## src/sv/v3alu_pkg.sv

```systemverilog
`timescale 1ns / 1ps
// ============================================================================
// v3alu_pkg : shared types and constants for the vector ALU
// Opcodes, word layouts, queue item and pipeline token, saturation helpers.
// ============================================================================
package v3alu_pkg;

  localparam logic [3:0] OPC_ADD    = 4'd0;
  localparam logic [3:0] OPC_SUB    = 4'd1;
  localparam logic [3:0] OPC_CROSS  = 4'd2;
  localparam logic [3:0] OPC_NEG    = 4'd3;
  localparam logic [3:0] OPC_SCALE  = 4'd4;
  localparam logic [3:0] OPC_DOT    = 4'd5;
  localparam logic [3:0] OPC_MAGSQ  = 4'd6;
  localparam logic [3:0] OPC_MAG    = 4'd7;
  localparam logic [3:0] OPC_DISTSQ = 4'd8;
  localparam logic [3:0] OPC_DIST   = 4'd9;
  localparam logic [3:0] OPC_UNIT   = 4'd10;

  localparam int IN_W  = 232;  // 228 field bits, padded to bytes
  localparam int OUT_W = 152;  // 147 field bits, padded to bytes

  localparam logic signed [65:0] S32_MAX_W = 66'sd2147483647;
  localparam logic signed [65:0] S32_MIN_W = -66'sd2147483648;

  // decoded word handed from front to back
  typedef struct packed {
    logic [3:0]       op;
    logic [2:0][31:0] vres;   // finished vector result for simple ops
    logic             sat;
    logic [5:0][31:0] mx;     // multiplier operands
    logic [5:0][31:0] my;
  } v3alu_item_t;

  // word traveling down the back pipeline
  typedef struct packed {
    logic [3:0]       op;
    logic [2:0][31:0] vres;
    logic [48:0]      scalar;
    logic             sat;
    logic             zl;
    logic [2:0][31:0] ax;
  } v3alu_tok_t;

  function automatic logic [31:0] sat32(input logic signed [65:0] v);
    if (v > S32_MAX_W) return 32'h7FFF_FFFF;
    if (v < S32_MIN_W) return 32'h8000_0000;
    return v[31:0];
  endfunction

  function automatic logic ovf32(input logic signed [65:0] v);
    return (v > S32_MAX_W) || (v < S32_MIN_W);
  endfunction

endpackage

```

## src/sv/v3alu_fifo.sv

```systemverilog
`timescale 1ns / 1ps
// ============================================================================
// v3alu_fifo : two-entry queue between front and back
// Lets the front keep taking words while the back end is stalled.
// ============================================================================
module v3alu_fifo import v3alu_pkg::*; (
  input  logic        clk,
  input  logic        rst_n,
  input  logic        push_valid,
  output logic        push_ready,
  input  v3alu_item_t push_item,
  output logic        pop_valid,
  input  logic        pop_ready,
  output v3alu_item_t pop_item
);

  v3alu_item_t mem_r [2];
  logic        wp_r;
  logic        rp_r;
  logic [1:0]  cnt_r;
  logic        push;
  logic        pop;

  assign push_ready = (cnt_r != 2'd2);
  assign pop_valid  = (cnt_r != 2'd0);
  assign push       = push_valid && push_ready;
  assign pop        = pop_valid && pop_ready;
  assign pop_item   = mem_r[rp_r];

  always_ff @(posedge clk) begin
    if (!rst_n) begin
      wp_r  <= 1'b0;
      rp_r  <= 1'b0;
      cnt_r <= 2'd0;
    end else begin
      if (push) wp_r <= ~wp_r;
      if (pop)  rp_r <= ~rp_r;
      cnt_r <= cnt_r + {1'b0, push} - {1'b0, pop};
    end
  end

  always_ff @(posedge clk) begin
    if (push) begin
      mem_r[wp_r] <= push_item;
    end
  end

endmodule

```

## config.mk

```make
export PLATFORM = sky130hd
export DESIGN_NAME = v3alu_fifo
export DESIGN_NICKNAME = d
export VERILOG_FILES = /design/src/sv/v3alu_pkg.sv /design/src/sv/v3alu_fifo.sv
export SDC_FILE = /design/constraint.sdc
export NUM_CORES = 1
export LEC_CHECK = 0
export ABC_AREA = 1
export ABC_CLOCK_PERIOD_IN_PS = 31900
export BUFFER_PORTS_ARGS = -buffer_cell sky130_fd_sc_hd__buf_4
export CAP_MARGIN = 10
export CORE_AREA = 2 2 385 387
export CTS_CLUSTER_DIAMETER = 150
export DETAILED_ROUTE_END_ITERATION = 12
export DIE_AREA = 0 0 387 389
export GPL_TIMING_DRIVEN = 1
export HOLD_SLACK_MARGIN = 0.03
export PLACE_DENSITY = 0.54
export SETUP_SLACK_MARGIN = 0.15
export SYNTH_ARGS = -nofsm -noshare
export SYNTH_HDL_FRONTEND = slang
export SYNTH_SLANG_ARGS = --single-unit
```

## constraint.sdc

```tcl
create_clock -name clk -period 31.9 [get_ports clk]
set_input_delay 3.19 -clock clk [delete_from_list [all_inputs] [get_ports clk]]
set_output_delay 3.19 -clock clk [all_outputs]
set_load 0.03 [all_outputs]
```

==> impl_metrics.ini <==
[worst_setup_path]
critPathMaxFanout = 153
arrival_ps = 4670
cpMaxStageDelayCell = buf_4
worstPathRequired_ps = 28710
cp_cell_sequence = buf_4, buf_4, buf_12, mux2_2, buf_4
max_stage_delay_ps = 960
critPathKind = reg2out
path_buf_inv = 4
cp_top_family = buffers and inverters
cp_common_cell = buf_4
cp-end-kind = primary output
startpoint_type = flip-flop
cp.depth = 5
rrSetupSlack_ps = 27330
worst-r2r-cell-count = 8

[min_path]
hold_path_depth = 2
hold_path_class = reg2reg

[clocking]
cts_root_buf = clkbuf_16
cts_resized = 0
cts_buffer_depth = 3
cts_buffers = 105
cts_tree = yes
cts_setup_buffers = 0
ctsHoldBuffers = 0
clk_latency_ps = 700
cts_sinks = 975
clkTransAtPathRegs_ps = 60
cts_max_level = 3

[die]
rows = 141
die_y_um = 389
fp.coreArea_um2 = 146600
start_util_pct = 24.17
ios = 976
die_w_um = 387
die_area_um2 = 150500

[timing]
skew_ps = 31.45
slew_violations = 0
relSlewSlack_pct = 21.56
fin_crit_sh_pct = 24.63
max_freq_ghz = 0.1273
holdWs_ps = 507.0
worstMarginPinSlew_ps = 1177
rsz0062_at_grt = false
setup_tns_ps = 0
setup_viol = 0
hold_viol = 0
fin_crit_ps = 7856

[power_and_ir_drop]
vdd_drop_max_uv = 56.81
powerDensity_nw_per_um2 = 84.10
cellLeakagePower_nw = 17.38
fin_total_pwr_mw = 4.043

[job]
cap_violations = 0

[routing]
wl_um = 95130
first_iter_violations = 892
ant_nets = 0
routed_via_density = 3.987
firstDrtPassIters = 5
wl_per_cell_um = 20.64
route.vias.total = 18381
post-route-drc-count = 0

[grt]
overflow = 0
grt_max_degree = 154
grt_pass1_wl_um = 131900
antenna_found_initial = 8
grtUsageTotal_pct = 12.03
grt_pass1_vias = 18992

[layout]
stdcell_area_um2 = 48080
layout_commonest_cell = buf_4
layout_common_cells = buf_4, edfxtp_1, mux2_2, clkbuf_16, clkinv_1
diodes = 0
syn_to_final_growth_pct = 35.66
drive_gt1_share_pct = 60.60
fin_nets = 3082

[place]
portBuffers = 975
gp_congestion = 0.7785
dp_hpwl_um = 67060
placed_area_um2 = 44760

[synthesis]
ys_ff_latch = 975
synth_area_um2 = 35440
avgSynthCellArea_um2 = 22.94
ys_warn_count = 0
seq_area_frac_synth_pct = 82.47
syn_nets = 2036
synth_cell_types = 12
synth_cells = 1545

[run_status]
status = complete, no violations
## sequential cells by signal, indices dropped and copies added, names as in the netlist, named ones only
name and flops:
cnt_r 2, rp_r 1, mem_r 970, wp_r 1
## per-stage QoR
step                util [%]  worst slack [ps]  instances
floorplan                  -              7226       1545
global placement       30.53             24580       4414
global route           32.79             23760       4610
CTS                    32.79             23910       4610
finish                 32.79             24040       4610
detailed placement     30.53             24660       4414
## layer usage
layer	global-route usage, %	wire length (um)	vias to the layer above
met5	0	85	-
met4	3.964	2181	12
met3	5.304	9347	144
met2	20.81	48250	690
met1	13.14	35270	9250
li1	-	-	8285
## final timing paths
kind,start,endpoint
min reg2reg,rp_r,rp_r
max reg2reg,cnt_r[0],mem_r[0][65]
min,rp_r,rp_r
max,flip-flop,pop_item[475]
## synthesized netlist by cell type
cell type / count / share of area [%]
inv_1: 7 / 0.074
ha_1: 2 / 0.071
nor2_1: 8 / 0.085
buf_2: 3 / 0.042
mux2_2: 485 / 15
clkbuf_8: 8 / 0.31
a21oi_1: 2 / 0.028
buf_6: 43 / 1.4
edfxtp_1: 970 / 82
dfxtp_1: 5 / 0.28
nand2_1: 9 / 0.095
nand3_1: 3 / 0.042
## worst reg2reg max path: cells and delay by family (launching register included)
kind | cells | cell delay, ps
buffers and inverters | 5 | 2980
DFF | 1 | 350
and+or+nand+nor | 3 | 500
## area by class of cell
cell class | instances | area [um2]
Clock buffer | 130 | 2743
Clock inverter | 66 | 579.3
Fill cell | 14212 | 98530
Inverter | 7 | 33.78
Multi-Input combinational cell | 509 | 5583
Sequential cell | 975 | 29230
Tap cell | 1930 | 2415
Timing Repair Buffer | 993 | 7492
## where the power goes
| part | internal (mW) | switching, mW | total, mW | leakage, nW |
|---|---|---|---|---|
| Sequential | 1.62 | 0.0374 | 1.66 | 9.10 |
| Clock | 0.669 | 0.498 | 1.17 | 1.62 |
| Combinational | 0.456 | 0.761 | 1.22 | 6.66 |
| Total | 2.75 | 1.30 | 4.04 | 17.4 |
## cells by family after synthesis
| kind of cell | count (synthesis) | synth area share [%] |
|---|---|---|
| fa+ha+maj | 2 | 0.07060 |
| buf+inv | 61 | 1.794 |
| mux | 485 | 15.41 |
| compound gates | 2 | 0.02825 |
| flops | 975 | 82.47 |
| simple gates | 20 | 0.2224 |
(Power assumes the default switching activity.)
